--- src/hdl/tpw_pkg.sv ---
// Shared types and constants for the two-level page walker.
package tpw_pkg;

    localparam int unsigned ADDR_W      = 32;
    localparam int unsigned FRAME_W     = 20;
    localparam int unsigned IDX_W       = 10;
    localparam int unsigned OFS_W       = 12;
    localparam int unsigned PL_W        = 2;
    localparam int unsigned QUEUE_DEPTH = 2;

    localparam logic MODE_REQ  = 1'b0;
    localparam logic MODE_RESP = 1'b1;

    localparam logic KIND_READ = 1'b0;
    localparam logic KIND_DONE = 1'b1;

    localparam int unsigned BIT_PRESENT  = 0;
    localparam int unsigned BIT_WRITABLE = 1;
    localparam int unsigned BIT_USER     = 2;

    typedef struct packed {
        logic               is_resp;
        logic [ADDR_W-1:0]  linear;
        logic               is_write;
        logic               user;
        logic [ADDR_W-1:0]  dir_addr;
        logic [FRAME_W-1:0] frame;
        logic               present;
        logic               writable;
        logic               user_ok;
    } t_entry;

endpackage

--- src/hdl/tpw_if.sv ---
// Handshake channels of the page walker: request/response in, result out, config.
interface tpw_in_if;
    logic        valid;
    logic        ready;
    logic        mode;
    logic [31:0] linear_address;
    logic        is_write;
    logic [1:0]  cpl;
    logic [31:0] read_data;

    modport source (output valid, mode, linear_address, is_write, cpl,
                    read_data, input ready);
    modport sink   (input valid, mode, linear_address, is_write, cpl,
                    read_data, output ready);
endinterface

interface tpw_out_if;
    logic        valid;
    logic        ready;
    logic        kind;
    logic [31:0] read_address;
    logic [31:0] physical_address;
    logic        ok;

    modport source (output valid, kind, read_address, physical_address, ok,
                    input ready);
    modport sink   (input valid, kind, read_address, physical_address, ok,
                    output ready);
endinterface

interface tpw_cfg_if;
    logic        valid;
    logic        ready;
    logic [19:0] data;

    modport source (output valid, data, input ready);
    modport sink   (input valid, data, output ready);
endinterface

--- src/hdl/tpw_front.sv ---
// Front end: holds the directory base, accepts items and decodes them into queue entries.
module tpw_front (
    input  logic            i_clk,
    input  logic            i_rst_n,
    tpw_cfg_if.sink         i_cfg,
    tpw_in_if.sink          i_in,
    input  logic            i_q_full,
    output logic            o_push,
    output tpw_pkg::t_entry o_entry
);
    import tpw_pkg::*;

    logic [FRAME_W-1:0] r_dir_base;

    assign i_cfg.ready = 1'b1;
    assign i_in.ready  = !i_q_full;
    assign o_push      = i_in.valid && !i_q_full;

    always_ff @(posedge i_clk) begin
        if (!i_rst_n) begin
            r_dir_base <= '0;
        end else if (i_cfg.valid) begin
            r_dir_base <= i_cfg.data;
        end
    end

    always_comb begin
        o_entry          = '0;
        o_entry.is_resp  = (i_in.mode == MODE_RESP);
        o_entry.linear   = i_in.linear_address;
        o_entry.is_write = i_in.is_write;
        o_entry.user     = (i_in.cpl != '0);
        o_entry.dir_addr = {r_dir_base, i_in.linear_address[ADDR_W-1 -: IDX_W], 2'b00};
        o_entry.frame    = i_in.read_data[ADDR_W-1 -: FRAME_W];
        o_entry.present  = i_in.read_data[BIT_PRESENT];
        o_entry.writable = i_in.read_data[BIT_WRITABLE];
        o_entry.user_ok  = i_in.read_data[BIT_USER];
    end

endmodule

--- src/hdl/tpw_queue.sv ---
// Small FIFO of decoded items between front and back end.
module tpw_queue #(
    parameter int unsigned DEPTH = tpw_pkg::QUEUE_DEPTH
) (
    input  logic            i_clk,
    input  logic            i_rst_n,
    input  logic            i_push,
    input  tpw_pkg::t_entry i_entry,
    output logic            o_full,
    input  logic            i_pop,
    output logic            o_valid,
    output tpw_pkg::t_entry o_entry
);
    import tpw_pkg::*;

    localparam int unsigned PTR_W = (DEPTH > 1) ? $clog2(DEPTH) : 1;
    localparam int unsigned CNT_W = $clog2(DEPTH + 1);

    t_entry             r_mem [DEPTH];
    logic [PTR_W-1:0]   r_wr_ptr, n_wr_ptr;
    logic [PTR_W-1:0]   r_rd_ptr, n_rd_ptr;
    logic [CNT_W-1:0]   r_count, n_count;
    logic               push_ok, pop_ok;

    assign o_full  = (r_count == CNT_W'(DEPTH));
    assign o_valid = (r_count != '0);
    assign o_entry = r_mem[r_rd_ptr];
    assign push_ok = i_push && !o_full;
    assign pop_ok  = i_pop && o_valid;

    always_comb begin
        n_wr_ptr = r_wr_ptr;
        n_rd_ptr = r_rd_ptr;
        n_count  = r_count;
        if (push_ok) begin
            n_wr_ptr = (r_wr_ptr == PTR_W'(DEPTH - 1)) ? '0 : r_wr_ptr + 1'b1;
        end
        if (pop_ok) begin
            n_rd_ptr = (r_rd_ptr == PTR_W'(DEPTH - 1)) ? '0 : r_rd_ptr + 1'b1;
        end
        if (push_ok && !pop_ok) begin
            n_count = r_count + 1'b1;
        end else if (pop_ok && !push_ok) begin
            n_count = r_count - 1'b1;
        end
    end

    always_ff @(posedge i_clk) begin
        if (!i_rst_n) begin
            r_wr_ptr <= '0;
            r_rd_ptr <= '0;
            r_count  <= '0;
        end else begin
            r_wr_ptr <= n_wr_ptr;
            r_rd_ptr <= n_rd_ptr;
            r_count  <= n_count;
        end
    end

    always_ff @(posedge i_clk) begin
        if (push_ok) begin
            r_mem[r_wr_ptr] <= i_entry;
        end
    end

endmodule

--- src/hdl/tpw_back.sv ---
// Back end: walk state machine, entry checks and the registered result stage.
module tpw_back (
    input  logic            i_clk,
    input  logic            i_rst_n,
    input  logic            i_q_valid,
    input  tpw_pkg::t_entry i_entry,
    output logic            o_pop,
    tpw_out_if.source       o_out
);
    import tpw_pkg::*;

    typedef enum logic [1:0] {
        ST_IDLE,
        ST_WAIT_DIR,
        ST_WAIT_TBL
    } t_state;

    t_state             r_state, n_state;
    logic [ADDR_W-1:0]  r_linear, n_linear;
    logic               r_write, n_write;
    logic               r_user, n_user;
    logic               r_out_valid, n_out_valid;
    logic               r_kind, n_kind;
    logic [ADDR_W-1:0]  r_raddr, n_raddr;
    logic [ADDR_W-1:0]  r_paddr, n_paddr;
    logic               r_ok, n_ok;
    logic               take;
    logic               allows;

    assign take  = i_q_valid && (!r_out_valid || o_out.ready);
    assign o_pop = take;

    assign o_out.valid            = r_out_valid;
    assign o_out.kind             = r_kind;
    assign o_out.read_address     = r_raddr;
    assign o_out.physical_address = r_paddr;
    assign o_out.ok               = r_ok;

    assign allows = i_entry.present &&
                    (!r_user || (i_entry.user_ok && (!r_write || i_entry.writable)));

    always_comb begin
        n_state     = r_state;
        n_linear    = r_linear;
        n_write     = r_write;
        n_user      = r_user;
        n_out_valid = r_out_valid && !o_out.ready;
        n_kind      = r_kind;
        n_raddr     = r_raddr;
        n_paddr     = r_paddr;
        n_ok        = r_ok;
        if (take) begin
            case (r_state)
                ST_WAIT_DIR, ST_WAIT_TBL: begin
                    if (i_entry.is_resp) begin
                        n_out_valid = 1'b1;
                        n_raddr     = '0;
                        n_paddr     = '0;
                        n_ok        = 1'b0;
                        if (!allows) begin
                            n_state = ST_IDLE;
                            n_kind  = KIND_DONE;
                        end else if (r_state == ST_WAIT_DIR) begin
                            n_state = ST_WAIT_TBL;
                            n_kind  = KIND_READ;
                            n_raddr = {i_entry.frame, r_linear[OFS_W +: IDX_W], 2'b00};
                        end else begin
                            n_state = ST_IDLE;
                            n_kind  = KIND_DONE;
                            n_paddr = {i_entry.frame, r_linear[OFS_W-1:0]};
                            n_ok    = 1'b1;
                        end
                    end
                end
                default: begin
                    n_state = ST_IDLE;
                    if (!i_entry.is_resp) begin
                        n_state     = ST_WAIT_DIR;
                        n_linear    = i_entry.linear;
                        n_write     = i_entry.is_write;
                        n_user      = i_entry.user;
                        n_out_valid = 1'b1;
                        n_kind      = KIND_READ;
                        n_raddr     = i_entry.dir_addr;
                        n_paddr     = '0;
                        n_ok        = 1'b0;
                    end
                end
            endcase
        end
    end

    always_ff @(posedge i_clk) begin
        if (!i_rst_n) begin
            r_state     <= ST_IDLE;
            r_linear    <= '0;
            r_write     <= 1'b0;
            r_user      <= 1'b0;
            r_out_valid <= 1'b0;
        end else begin
            r_state     <= n_state;
            r_linear    <= n_linear;
            r_write     <= n_write;
            r_user      <= n_user;
            r_out_valid <= n_out_valid;
        end
        r_kind  <= n_kind;
        r_raddr <= n_raddr;
        r_paddr <= n_paddr;
        r_ok    <= n_ok;
    end

endmodule

--- src/hdl/two_level_page_walker.sv ---
// Top level of the two-level page walker.
// Usage:
//   i_in carries one item per handshake: mode 0 is a translation request
//   (linear address, write flag, privilege level), mode 1 is an entry word
//   returning from memory. o_out carries results: kind 0 asks memory to read
//   the entry at read_address, kind 1 ends a walk with physical_address and
//   ok (0 means page fault). The caller answers each kind 0 result with a
//   mode 1 item. i_cfg writes the page directory frame number; write it
//   only while no walk is in flight.
//   Requests seen while a walk is busy, and responses seen while idle, are
//   dropped without a result.
// Timing: an item is registered in the item queue, then in the result register
//   before its result shows on o_out. One item is accepted per cycle while the
//   queue has room; the back end retires one item a cycle unless o_out stalls.
// Reset: synchronous, active low; clears the walk state, the queue and the
//   directory base (to 0).
// Stall: when o_out is not taken, the result register holds, the back end
//   stops, and i_in keeps accepting until the queue of QUEUE_DEPTH items fills.
module two_level_page_walker #(
    parameter int unsigned QUEUE_DEPTH = tpw_pkg::QUEUE_DEPTH
) (
    input  logic      i_clk,
    input  logic      i_rst_n,
    tpw_cfg_if.sink   i_cfg,
    tpw_in_if.sink    i_in,
    tpw_out_if.source o_out
);
    import tpw_pkg::*;

    logic   q_full;
    logic   q_push;
    logic   q_valid;
    logic   q_pop;
    t_entry front_entry;
    t_entry back_entry;

    tpw_front u_front (
        .i_clk    (i_clk),
        .i_rst_n  (i_rst_n),
        .i_cfg    (i_cfg),
        .i_in     (i_in),
        .i_q_full (q_full),
        .o_push   (q_push),
        .o_entry  (front_entry)
    );

    tpw_queue #(
        .DEPTH (QUEUE_DEPTH)
    ) u_queue (
        .i_clk   (i_clk),
        .i_rst_n (i_rst_n),
        .i_push  (q_push),
        .i_entry (front_entry),
        .o_full  (q_full),
        .i_pop   (q_pop),
        .o_valid (q_valid),
        .o_entry (back_entry)
    );

    tpw_back u_back (
        .i_clk     (i_clk),
        .i_rst_n   (i_rst_n),
        .i_q_valid (q_valid),
        .i_entry   (back_entry),
        .o_pop     (q_pop),
        .o_out     (o_out)
    );

endmodule
--- src/flat_wrapper.sv ---
// flat-port wrapper written by rule: the top's interface ports become plain ports
module two_level_page_walker_flat import tpw_pkg::*;
#(
    parameter int unsigned QUEUE_DEPTH = tpw_pkg::QUEUE_DEPTH
)
  (i_clk, i_rst_n, i_cfg_valid, i_cfg_data, i_cfg_ready, i_in_valid, i_in_mode, i_in_linear_address, i_in_is_write, i_in_cpl, i_in_read_data, i_in_ready, o_out_valid, o_out_kind, o_out_read_address, o_out_physical_address, o_out_ok, o_out_ready);
  tpw_cfg_if i_cfg_i ();
  tpw_in_if i_in_i ();
  tpw_out_if o_out_i ();
  input  logic i_clk;
  input  logic i_rst_n;
  input wire logic [$bits(i_cfg_i.valid)-1:0] i_cfg_valid;
  input wire logic [$bits(i_cfg_i.data)-1:0] i_cfg_data;
  output wire logic [$bits(i_cfg_i.ready)-1:0] i_cfg_ready;
  input wire logic [$bits(i_in_i.valid)-1:0] i_in_valid;
  input wire logic [$bits(i_in_i.mode)-1:0] i_in_mode;
  input wire logic [$bits(i_in_i.linear_address)-1:0] i_in_linear_address;
  input wire logic [$bits(i_in_i.is_write)-1:0] i_in_is_write;
  input wire logic [$bits(i_in_i.cpl)-1:0] i_in_cpl;
  input wire logic [$bits(i_in_i.read_data)-1:0] i_in_read_data;
  output wire logic [$bits(i_in_i.ready)-1:0] i_in_ready;
  output wire logic [$bits(o_out_i.valid)-1:0] o_out_valid;
  output wire logic [$bits(o_out_i.kind)-1:0] o_out_kind;
  output wire logic [$bits(o_out_i.read_address)-1:0] o_out_read_address;
  output wire logic [$bits(o_out_i.physical_address)-1:0] o_out_physical_address;
  output wire logic [$bits(o_out_i.ok)-1:0] o_out_ok;
  input wire logic [$bits(o_out_i.ready)-1:0] o_out_ready;
  assign i_cfg_i.valid = i_cfg_valid;
  assign i_cfg_i.data = i_cfg_data;
  assign i_cfg_ready = i_cfg_i.ready;
  assign i_in_i.valid = i_in_valid;
  assign i_in_i.mode = i_in_mode;
  assign i_in_i.linear_address = i_in_linear_address;
  assign i_in_i.is_write = i_in_is_write;
  assign i_in_i.cpl = i_in_cpl;
  assign i_in_i.read_data = i_in_read_data;
  assign i_in_ready = i_in_i.ready;
  assign o_out_valid = o_out_i.valid;
  assign o_out_kind = o_out_i.kind;
  assign o_out_read_address = o_out_i.read_address;
  assign o_out_physical_address = o_out_i.physical_address;
  assign o_out_ok = o_out_i.ok;
  assign o_out_i.ready = o_out_ready;
  two_level_page_walker #(.QUEUE_DEPTH(QUEUE_DEPTH)) u_core (.i_clk(i_clk), .i_rst_n(i_rst_n), .i_cfg(i_cfg_i), .i_in(i_in_i), .o_out(o_out_i));
endmodule
--- config.mk ---
export PLATFORM = sky130hd
export DESIGN_NAME = two_level_page_walker_flat
export DESIGN_NICKNAME = d
export VERILOG_FILES = /design/src/hdl/tpw_pkg.sv /design/src/hdl/tpw_if.sv /design/src/hdl/tpw_front.sv /design/src/hdl/tpw_queue.sv /design/src/hdl/tpw_back.sv /design/src/hdl/two_level_page_walker.sv /design/src/flat_wrapper.sv
export SDC_FILE = /design/constraint.sdc
export NUM_CORES = 1
export LEC_CHECK = 0
export ABC_AREA = 1
export BUFFER_PORTS_ARGS = -buffer_cell sky130_fd_sc_hd__buf_4
export CORE_MARGIN = 5
export CORE_UTILIZATION = 31
export CTS_BUF_LIST = sky130_fd_sc_hd__clkbuf_8 sky130_fd_sc_hd__clkbuf_16
export DETAILED_ROUTE_END_ITERATION = 8
export PLACE_DENSITY = 0.58
export SYNTH_ARGS = -nofsm -noshare
export SYNTH_HDL_FRONTEND = slang
export SYNTH_HIERARCHICAL = 1
export SYNTH_SLANG_ARGS = --single-unit
--- constraint.sdc ---
create_clock -name i_clk -period 6.3 [get_ports i_clk]
set_input_delay 0 -clock i_clk [delete_from_list [all_inputs] [get_ports i_clk]]
set_output_delay 0 -clock i_clk [all_outputs]
set_load 0.03 [all_outputs]
==> results of run 1 <==
## critical path: stages, from the launching register on
cell     delay [ps]
dfxtp_4         790
mux2_4          280
inv_1            60
ha_1            270
inv_1            50
nor2_4          830
buf_4           470
## cell type report
cell class                 instances  area (um^2)
clock buffer                      34          817
clock inverter                    22          163
fill                            3555        22400
inverter                          85          329
multi-input combinational        379         2760
sequential                       278         7830
tap                              511          639
timing repair buffer             297         2590
## per-layer routing
layer	vias up	routed length [um]	global-route usage
met5	-	0	0
met4	0	642	0.0385
met3	41	1290	0.0193
met2	143	13200	0.217
met1	3222	10400	0.148
li1	3244	-	-
## worst paths after layout
check,startpoint,to
max,register,u_core/u_back/o_out.read_address[24]
min reg2reg,u_core/u_front/r_dir_base[9],u_core/u_queue/r_mem[0][44]
max reg2reg,register,u_core/u_back/o_out.read_address[24]
min,i_in_valid,u_core/u_queue/r_wr_ptr
## through the flow
| step | instances | hold WS (ps) | power (W) | util |
|---|---|---|---|---|
| 3_3_place_gp | 1411 | 186 | 0.00543 | 0.340 |
| 4_1_cts | 1606 | 0.267 | 0.00728 | 0.404 |
| 6_report | 1606 | 26.3 | 0.00714 | 0.404 |
| 2_1_floorplan | 837 | 121 | 0.00479 | - |
| 3_5_place_dp | 1411 | 188 | 0.00546 | 0.340 |
| 5_1_grt | 1606 | 60.9 | 0.00753 | 0.404 |
## power by group
group	switching, W	internal [W]	total (W)
clock network	0.000675	0.00104	0.00171
registers	0.000215	0.00265	0.00287
logic	0.00160	0.000960	0.00256
## sequential cells by signal, indices dropped and copies added (netlist names), 2 cells and up, named ones only
signal / flops
u_core/u_back/o_out.physical_address: 32
u_core/u_back/o_out.read_address: 32
u_core/u_back/r_linear: 22
u_core/u_back/r_state: 2
u_core/u_front/r_dir_base: 20
u_core/u_queue/r_count: 2
u_core/u_queue/r_mem: 160
## timing repair
action / in CTS / in global routing
hold buffers: 139 / 0
endpoints found under the hold margin: 144 / 0
resized for setup: 0 / 0
==> metrics, run 1 <==
worst-margin pin slew 1120 ps; Clock Sinks 278; Vert. Die Dim 205 um; VDD IR max 0.000259 V; DP HPWL 14.8 mm; FP Rows 71; Initial Util 0.313; largest net degree at the start of global routing 53; Ports 162; Critical Path RT 6510 ps; CP Capture Type register; total track usage 0.120; vias in the first global route 6,982; CTS tree yes; element type at the critical path start register; Slew headroom 0.254; Layout area overhead 28.8%; total number of vias 6,650; Fin. Hold Viols 0; aggregate routed wire length 25.6 mm; DRC 0; fmax 319 MHz; Overflow after GRT 0; Final period util 0.498; Worst-Skew Late Latency 540 ps; wire per inst 15.9 um; Cell Area, Placed 12,800 um^2; clk slew on worst S/H paths 60 ps; critical path fanouts, max 34; # nets final 1,168; Initial DRT Pass Iterations 4; # diodes 0; routability cong. 0.689; Worst R2R Path Depth 6; max-cap viol count 0; Die ar. 41,900 um^2; TritonCTS buffer count 30; CTS H-tree lvls 1; min Tclk post-route 3130 ps; Crit Path Class register to register; Setup Fix Bufs, Post-CTS 0; WHS Path Cells 6; hold crit path type input pin to register; initial antenna violation count 0; RSZ-0062 raised after global routing no; outcome finished clean; die width 205 um; ANT nets after route 0; Pleak 5.91 nW; Final Worst Setup Slack 3170 ps; dpl ws 3050 ps; Clock Path Buffers 3; final-report setup violation count 0; Synth Cell Area 11,700 um^2; Worst R2R Setup Slack 3170 ps; most frequent cells in the layout edfxtp_1, buf_4, dlygate4sd3_1, nand2_1, inv_1; final instance area 15,100 um^2; drt via density 4.14; initial DRC count 314; yosys warns 6; CORE AREA 37,500 um^2; Syn Inst Count 836; Port-buffer cells 151; first-pass GRT wire length 39.1 mm; layout cells sized above 1 0.320; CP Data Arrival Time 3340 ps; Avg Inst Size Synth 14.0 um^2; Pwr Density 472 nW/um^2; Layout Skew 8.65 ps; Fin Setup TNS 0 ps; CTS root buffer clkbuf_16; most common cell after layout, fill and taps aside edfxtp_1; Final Max Tran Viols 0
Power figures use the tool's default switching activity.
==> run 2, diff against run 1 <==
--- a/config.mk
+++ b/config.mk
@@ -11,7 +11,7 @@
 export CORE_UTILIZATION = 31
 export CTS_BUF_LIST = sky130_fd_sc_hd__clkbuf_8 sky130_fd_sc_hd__clkbuf_16
 export DETAILED_ROUTE_END_ITERATION = 8
-export PLACE_DENSITY = 0.58
+export PLACE_DENSITY = 0.6
 export SYNTH_ARGS = -nofsm -noshare
 export SYNTH_HDL_FRONTEND = slang
 export SYNTH_HIERARCHICAL = 1
==> constraint.sdc (replaced) <==
create_clock -name i_clk -period 2.66 [get_ports i_clk]
set_input_delay 0 -clock i_clk [delete_from_list [all_inputs] [get_ports i_clk]]
set_output_delay 0 -clock i_clk [all_outputs]
set_load 0.03 [all_outputs]
==> run 2 against run 1 <==
  * Sequential cell count unchanged
  * Via count decreased by 0.77%
  * Core utilization increased by 0.14 points
  * Hold slack improved by 150 ps
  * Critical path depth increased by 2
  * Fmax increased by 39%
  * Combinational power increased by 140%
  * Cell count increased by 0.44%
  * Global-route usage decreased by 0.48 points
  * First-iteration DRC count decreased by 15%
  * Clock-buffer cell count decreased by 1
  * Non-clock buffer count increased by 6
==> metrics, run 2 (synthesized netlist as in run 1, its figures left out) <==
outcome finished clean (unchanged); hold crit path type input pin to register (unchanged); Die ar. 41,900 um^2 (unchanged); layout cells sized above 1 0.324 (was 0.320); initial antenna violation count 2 (was 0); Post-Layout Cell Count 1,613 (was 1,606); RSZ-0062 raised after global routing no (unchanged); most common cell after layout, fill and taps aside edfxtp_1 (unchanged); final-report setup violation count 0 (unchanged); ANT nets after route 0 (unchanged); min Tclk post-route 2250 ps (was 3130 ps); largest net degree at the start of global routing 81 (was 53); clk slew on worst S/H paths 60 ps (about the same); slowest CP cell buf_4 (was nor2_4); DP HPWL 14.6 mm (was 14.8 mm); Layout Skew 11.9 ps (was 8.65 ps); first-pass GRT wire length 37.9 mm (was 39.1 mm); Ports 162 (unchanged); total number of vias 6,599 (was 6,650); cts hold-fix bufs 142 (was 139); CP max stage delay 440 ps (was 830 ps); die width 205 um (unchanged); total track usage 0.116 (was 0.120); sequential cell area 7830 um^2 (unchanged); hold slack 178 ps (was 26.3 ps); Critical Path RT 3060 ps (was 6510 ps); max reg flops 160 (unchanged); worst-margin pin slew 921 ps (was 1120 ps); most frequent cells in the layout edfxtp_1, buf_4, dlygate4sd3_1, nand2_1, inv_1 (unchanged); Worst R2R Path Depth 8 (was 6); Overflow after GRT 0 (unchanged); WHS Path Cells 2 (was 6); crit-path most repeated cell buf_4 (was inv_1); TritonCTS buffer count 30 (unchanged); drt via density 4.09 (was 4.14); wire per inst 15.2 um (was 15.9 um); Multi-input gate area 2760 um^2 (unchanged); FP Rows 71 (unchanged); Vert. Die Dim 205 um (unchanged); Setup Fix Bufs, Post-CTS 0 (unchanged); Layout area overhead 29.2% (was 28.8%); Worst-Skew Late Latency 550 ps (was 540 ps); post-cts resize count 0 (unchanged); fillcell total 3,508 (was 3,555); worst-path cell chain inv_1, ha_2, buf_4, ha_1, buf_4, nand2_8, nand2_1, a21oi_1 (was mux2_4, inv_1, ha_1, inv_1, nor2_4, buf_4); Port-buffer cells 151 (unchanged); Final period util 0.847 (was 0.498); Most flops, register u_core/u_queue/r_mem (unchanged); Fin. Hold Viols 0 (unchanged); Initial DRT Pass Iterations 6 (was 4); dpl ws 348 ps (was 3050 ps); final core utilization 0.405 (was 0.404); Pleak 5.92 nW (was 5.91 nW); Crit Path Class register to register (unchanged); DRC 0 (unchanged); fmax 444 MHz (was 319 MHz); CTS tree yes (unchanged); Slew headroom 0.382 (was 0.254); Initial Util 0.313 (unchanged); routability cong. 0.745 (was 0.689); VDD IR max 0.000614 V (was 0.000259 V); CP Data Arrival Time 2650 ps (was 3340 ps); Final Max Tran Viols 0 (unchanged); CP Capture Type register (unchanged); max-cap viol count 0 (unchanged); CTS root buffer clkbuf_16 (unchanged); vias in the first global route 6,882 (was 6,982); Pwr Density 1110 nW/um^2 (was 472 nW/um^2); aggregate routed wire length 24.5 mm (was 25.6 mm); initial DRC count 268 (was 314); placed insts 1,414 (was 1,411); Final Worst Setup Slack 408 ps (was 3170 ps); Clock Path Buffers 3 (unchanged); overall power 0.0168 W (was 0.00714 W); CTS H-tree lvls 1 (unchanged); critical path fanouts, max 34 (unchanged); Clock Sinks 278 (unchanged); CORE AREA 37,500 um^2 (unchanged); element type at the critical path start register (unchanged); # nets final 1,174 (was 1,168)
run 2: cell count changes in the layout (fill, tap and decap cells not counted), sizes merged:
cell and change:
clkinvlp +3, buf +3, bufinv -2, diode +2
clkbuf -1, clkinv -2, inv +1, dlygate4sd3 +3
run 2: final timing paths:
check / from / to / slack, ps
min reg2reg: u_core/u_front/r_dir_base[19] / u_core/u_queue/r_mem[0][54] / 460
max: u_core/u_back/r_state[1] / u_core/u_back/r_linear[7] / 410
max reg2reg: u_core/u_back/r_state[1] / u_core/u_back/r_linear[7] / 410
min: i_in_read_data[16] / u_core/u_queue/r_mem[1][7] / 180
run 2: power breakdown:
| part | total, W | internal [W] | switching, W | leakage, nW |
|---|---|---|---|---|
| clock | 0.00389 | 0.00225 | 0.00164 | 0.487 |
| combinational | 0.00626 | 0.00236 | 0.00390 | 2.88 |
| sequential | 0.00664 | 0.00626 | 0.000379 | 2.55 |
run 2: area by class of cell:
class                   instances  area share
repair buffers                303       0.177
multi-input cells             379       0.182
clock buffers                  33      0.0529
flip-flops and latches        278       0.516
clock inverters                22     0.00874
well taps                     511      0.0421
diodes                          2    0.000330
inverters                      85      0.0217
run 2: layer usage:
layer,routed length (um),track usage,share of wire,vias to the layer above
li1,-,-,-,3255
met1,10100,0.144,0.41,3175
met2,12700,0.208,0.52,134
met3,1230,0.0173,0.050,35
met4,547,0.0354,0.022,0
met5,0,0,0,-
run 2: per-stage QoR:
step / cell area [um^2] / TNS [ps]
4_1_cts: 15200 / 0
3_3_place_gp: 12800 / 0
3_5_place_dp: 12800 / 0
5_1_grt: 15200 / 0
6_report: 15200 / 0
2_1_floorplan: 11800 / -84140
run 2: critical path: cells and delay by family (launching register included):
kind	cells	cell delay (ps)
buf+inv	3	820
flops	1	320
simple gates	2	300
compound gates	1	60
fa+ha+maj	2	570
==> run 3, diff against run 2 <==
==> constraint.sdc (replaced) <==
create_clock -name i_clk -period 1.85 [get_ports i_clk]
set_input_delay 0 -clock i_clk [delete_from_list [all_inputs] [get_ports i_clk]]
set_output_delay 0 -clock i_clk [all_outputs]
set_load 0.03 [all_outputs]
==> run 3 against run 2 <==
  * Hold slack lost 15 ps
  * Cell count shrank 0.37%
  * Die area is the same
  * Register-to-register slack lost 310 ps
  * Sequential cell count is the same
  * Largest power group is now combinational logic
==> metrics, run 3 (synthesized netlist as in run 1, its figures left out) <==
# nets final 1,169 (was 1,174); TritonCTS buffer count 30 (unchanged); hold path start i_in_linear_address[29] (was i_in_read_data[16]); Final Max Tran Viols 0 (unchanged); wire per inst 15.4 um (was 15.2 um); final-report setup violation count 0 (unchanged); Post-Layout Cell Count 1,607 (was 1,613); Layout area overhead 30.5% (was 29.2%); reg2reg end u_core/u_back/o_out.physical_address[4] (was u_core/u_back/r_linear[7]); Most flops, register u_core/u_queue/r_mem (unchanged); Clock Path Buffers 3 (unchanged); CORE AREA 37,500 um^2 (unchanged); fmax 571 MHz (was 444 MHz); Worst Path Buf+Inv 4 (was 3); element type at the critical path start register (unchanged); Worst Hold Endpoint u_core/u_queue/r_mem[0][32] (was u_core/u_queue/r_mem[1][7]); sequential cell area 7830 um^2 (about the same); # diodes 0 (was 2); CP Capture Type register (unchanged); WHS Path Cells 2 (unchanged); fillcell total 3,496 (was 3,508); CTS root buffer clkbuf_16 (unchanged); max-cap viol count 0 (unchanged); worst-path cell chain mux2_4, inv_4, ha_4, inv_2, nor2_4, buf_12, buf_12 (was inv_1, ha_2, buf_4, ha_1, buf_4, nand2_8, nand2_1, a21oi_1); CTS H-tree lvls 1 (unchanged); crit-path most repeated cell buf_12 (was buf_4); Clock Sinks 278 (unchanged); CP Data Arrival Time 2000 ps (was 2650 ps); CTS tree yes (unchanged); min Tclk post-route 1750 ps (was 2250 ps); final core utilization 0.409 (was 0.405); slowest CP cell dfxtp_4 (was buf_4); Layout Skew 22.9 ps (was 11.9 ps); most frequent cells in the layout edfxtp_1, buf_4, dlygate4sd3_1, nand2_1, inv_1 (unchanged); most common cell after layout, fill and taps aside edfxtp_1 (unchanged); DP HPWL 15.7 mm (was 14.6 mm); initial antenna violation count 1 (was 2); Crit Path Class register to register (unchanged); Worst R2R Path Depth 7 (was 8); Critical Path RT 2100 ps (was 3060 ps); Ports 162 (unchanged); critical path fanouts, max 25 (was 34); Port-buffer cells 151 (unchanged); Vert. Die Dim 205 um (unchanged); initial DRC count 269 (was 268); FP Rows 71 (unchanged); clk slew on worst S/H paths 60 ps (about the same); ANT nets after route 0 (unchanged); overall power 0.0252 W (was 0.0168 W); total number of vias 6,601 (was 6,599); Worst R2R Setup Slack 100 ps (was 410 ps); routability cong. 0.732 (was 0.745); hold slack 163 ps (was 178 ps); RSZ-0062 raised after global routing no (unchanged); outcome finished clean (unchanged); DRC 0 (unchanged); Die ar. 41,900 um^2 (unchanged); Fin. Hold Viols 0 (unchanged); layout cells sized above 1 0.351 (was 0.324); die width 205 um (unchanged); Pwr Density 1650 nW/um^2 (was 1110 nW/um^2); aggregate routed wire length 24.8 mm (was 24.5 mm); first-pass GRT wire length 38.9 mm (was 37.9 mm); Initial DRT Pass Iterations 6 (unchanged); Initial Util 0.313 (unchanged); largest net degree at the start of global routing 42 (was 81); max reg flops 160 (unchanged); placed insts 1,425 (was 1,414); Overflow after GRT 0 (unchanged); Slew headroom 0.463 (was 0.382); VDD IR max 0.000703 V (was 0.000614 V); total track usage 0.117 (was 0.116); Pleak 5.96 nW (was 5.92 nW); Final period util 0.946 (was 0.847); worst-margin pin slew 801 ps (was 921 ps); drt via density 4.11 (was 4.09); hold crit path type input pin to register (unchanged); Multi-input gate area 2800 um^2 (was 2760 um^2); crit-path leading delay family buffers and inverters (unchanged); Worst-Skew Late Latency 560 ps (was 550 ps); vias in the first global route 6,907 (was 6,882); CP max stage delay 410 ps (was 440 ps)
[run 3: changes by cell type in the layout (fill, tap and decap cells not counted), sizes merged]
cell	previous run	this run
clkinv	8	13
buf	161	173
clkinvlp	3	0
diode	2	0
dlygate4sd3	142	123
clkbuf	33	34
bufinv	1	3
inv	95	93
[run 3: layer usage]
metal / part of all wire / wire, um / track usage
met5: 0.00028 / 7 / 0
met4: 0.024 / 584 / 0.0366
met3: 0.045 / 1110 / 0.0193
met2: 0.51 / 12500 / 0.202
met1: 0.43 / 10600 / 0.152
[run 3: report_power, final]
part,switching [W],total [W],internal (W)
clock,0.00243,0.00590,0.00347
sequential,0.000629,0.00964,0.00901
combinational,0.00574,0.00969,0.00394
[run 3: stage by stage]
step	TNS, ps	instance area (um^2)	setup WS, ps
global placement	0	13000	51.1
floorplan	-109550	11800	-675
detailed placement	0	13000	9.44
global route	0	15300	27.2
CTS	0	15200	43.7
finish	0	15300	100
[run 3: worst max-delay path by stage]
stage          slack (ps)                                       to                     start  cells after the start
2_1_floorplan        -670                 u_core/u_back/o_out.kind                  register                      7
3_3_place_gp           50                     u_core/u_back/r_user  u_core/u_back/r_state[1]                      8
3_5_place_dp            9               u_core/u_back/r_linear[20]  u_core/u_back/r_state[1]                      8
4_1_cts                40                u_core/u_back/r_linear[3]  u_core/u_back/r_state[1]                      8
5_1_grt                30  u_core/u_back/o_out.physical_address[4]  u_core/u_back/r_state[1]                      8
6_report              100  u_core/u_back/o_out.physical_address[4]                  register                      7
[run 3: area by class of cell]
class | count | share of cell area
multi-input combinational | 379 | 0.182
inverter | 85 | 0.0216
clock inverter | 24 | 0.0140
tap | 511 | 0.0417
sequential | 278 | 0.511
timing repair buffer | 298 | 0.179
clock buffer | 32 | 0.0508
[run 3: repair_timing]
action,CTS,global route
resized for setup,1,4
endpoints found under the setup margin,2,59
buffers inserted,0,1
hold endpoints to repair,144,0
hold buffers,123,0
gates cloned,0,2
pin swaps,0,0
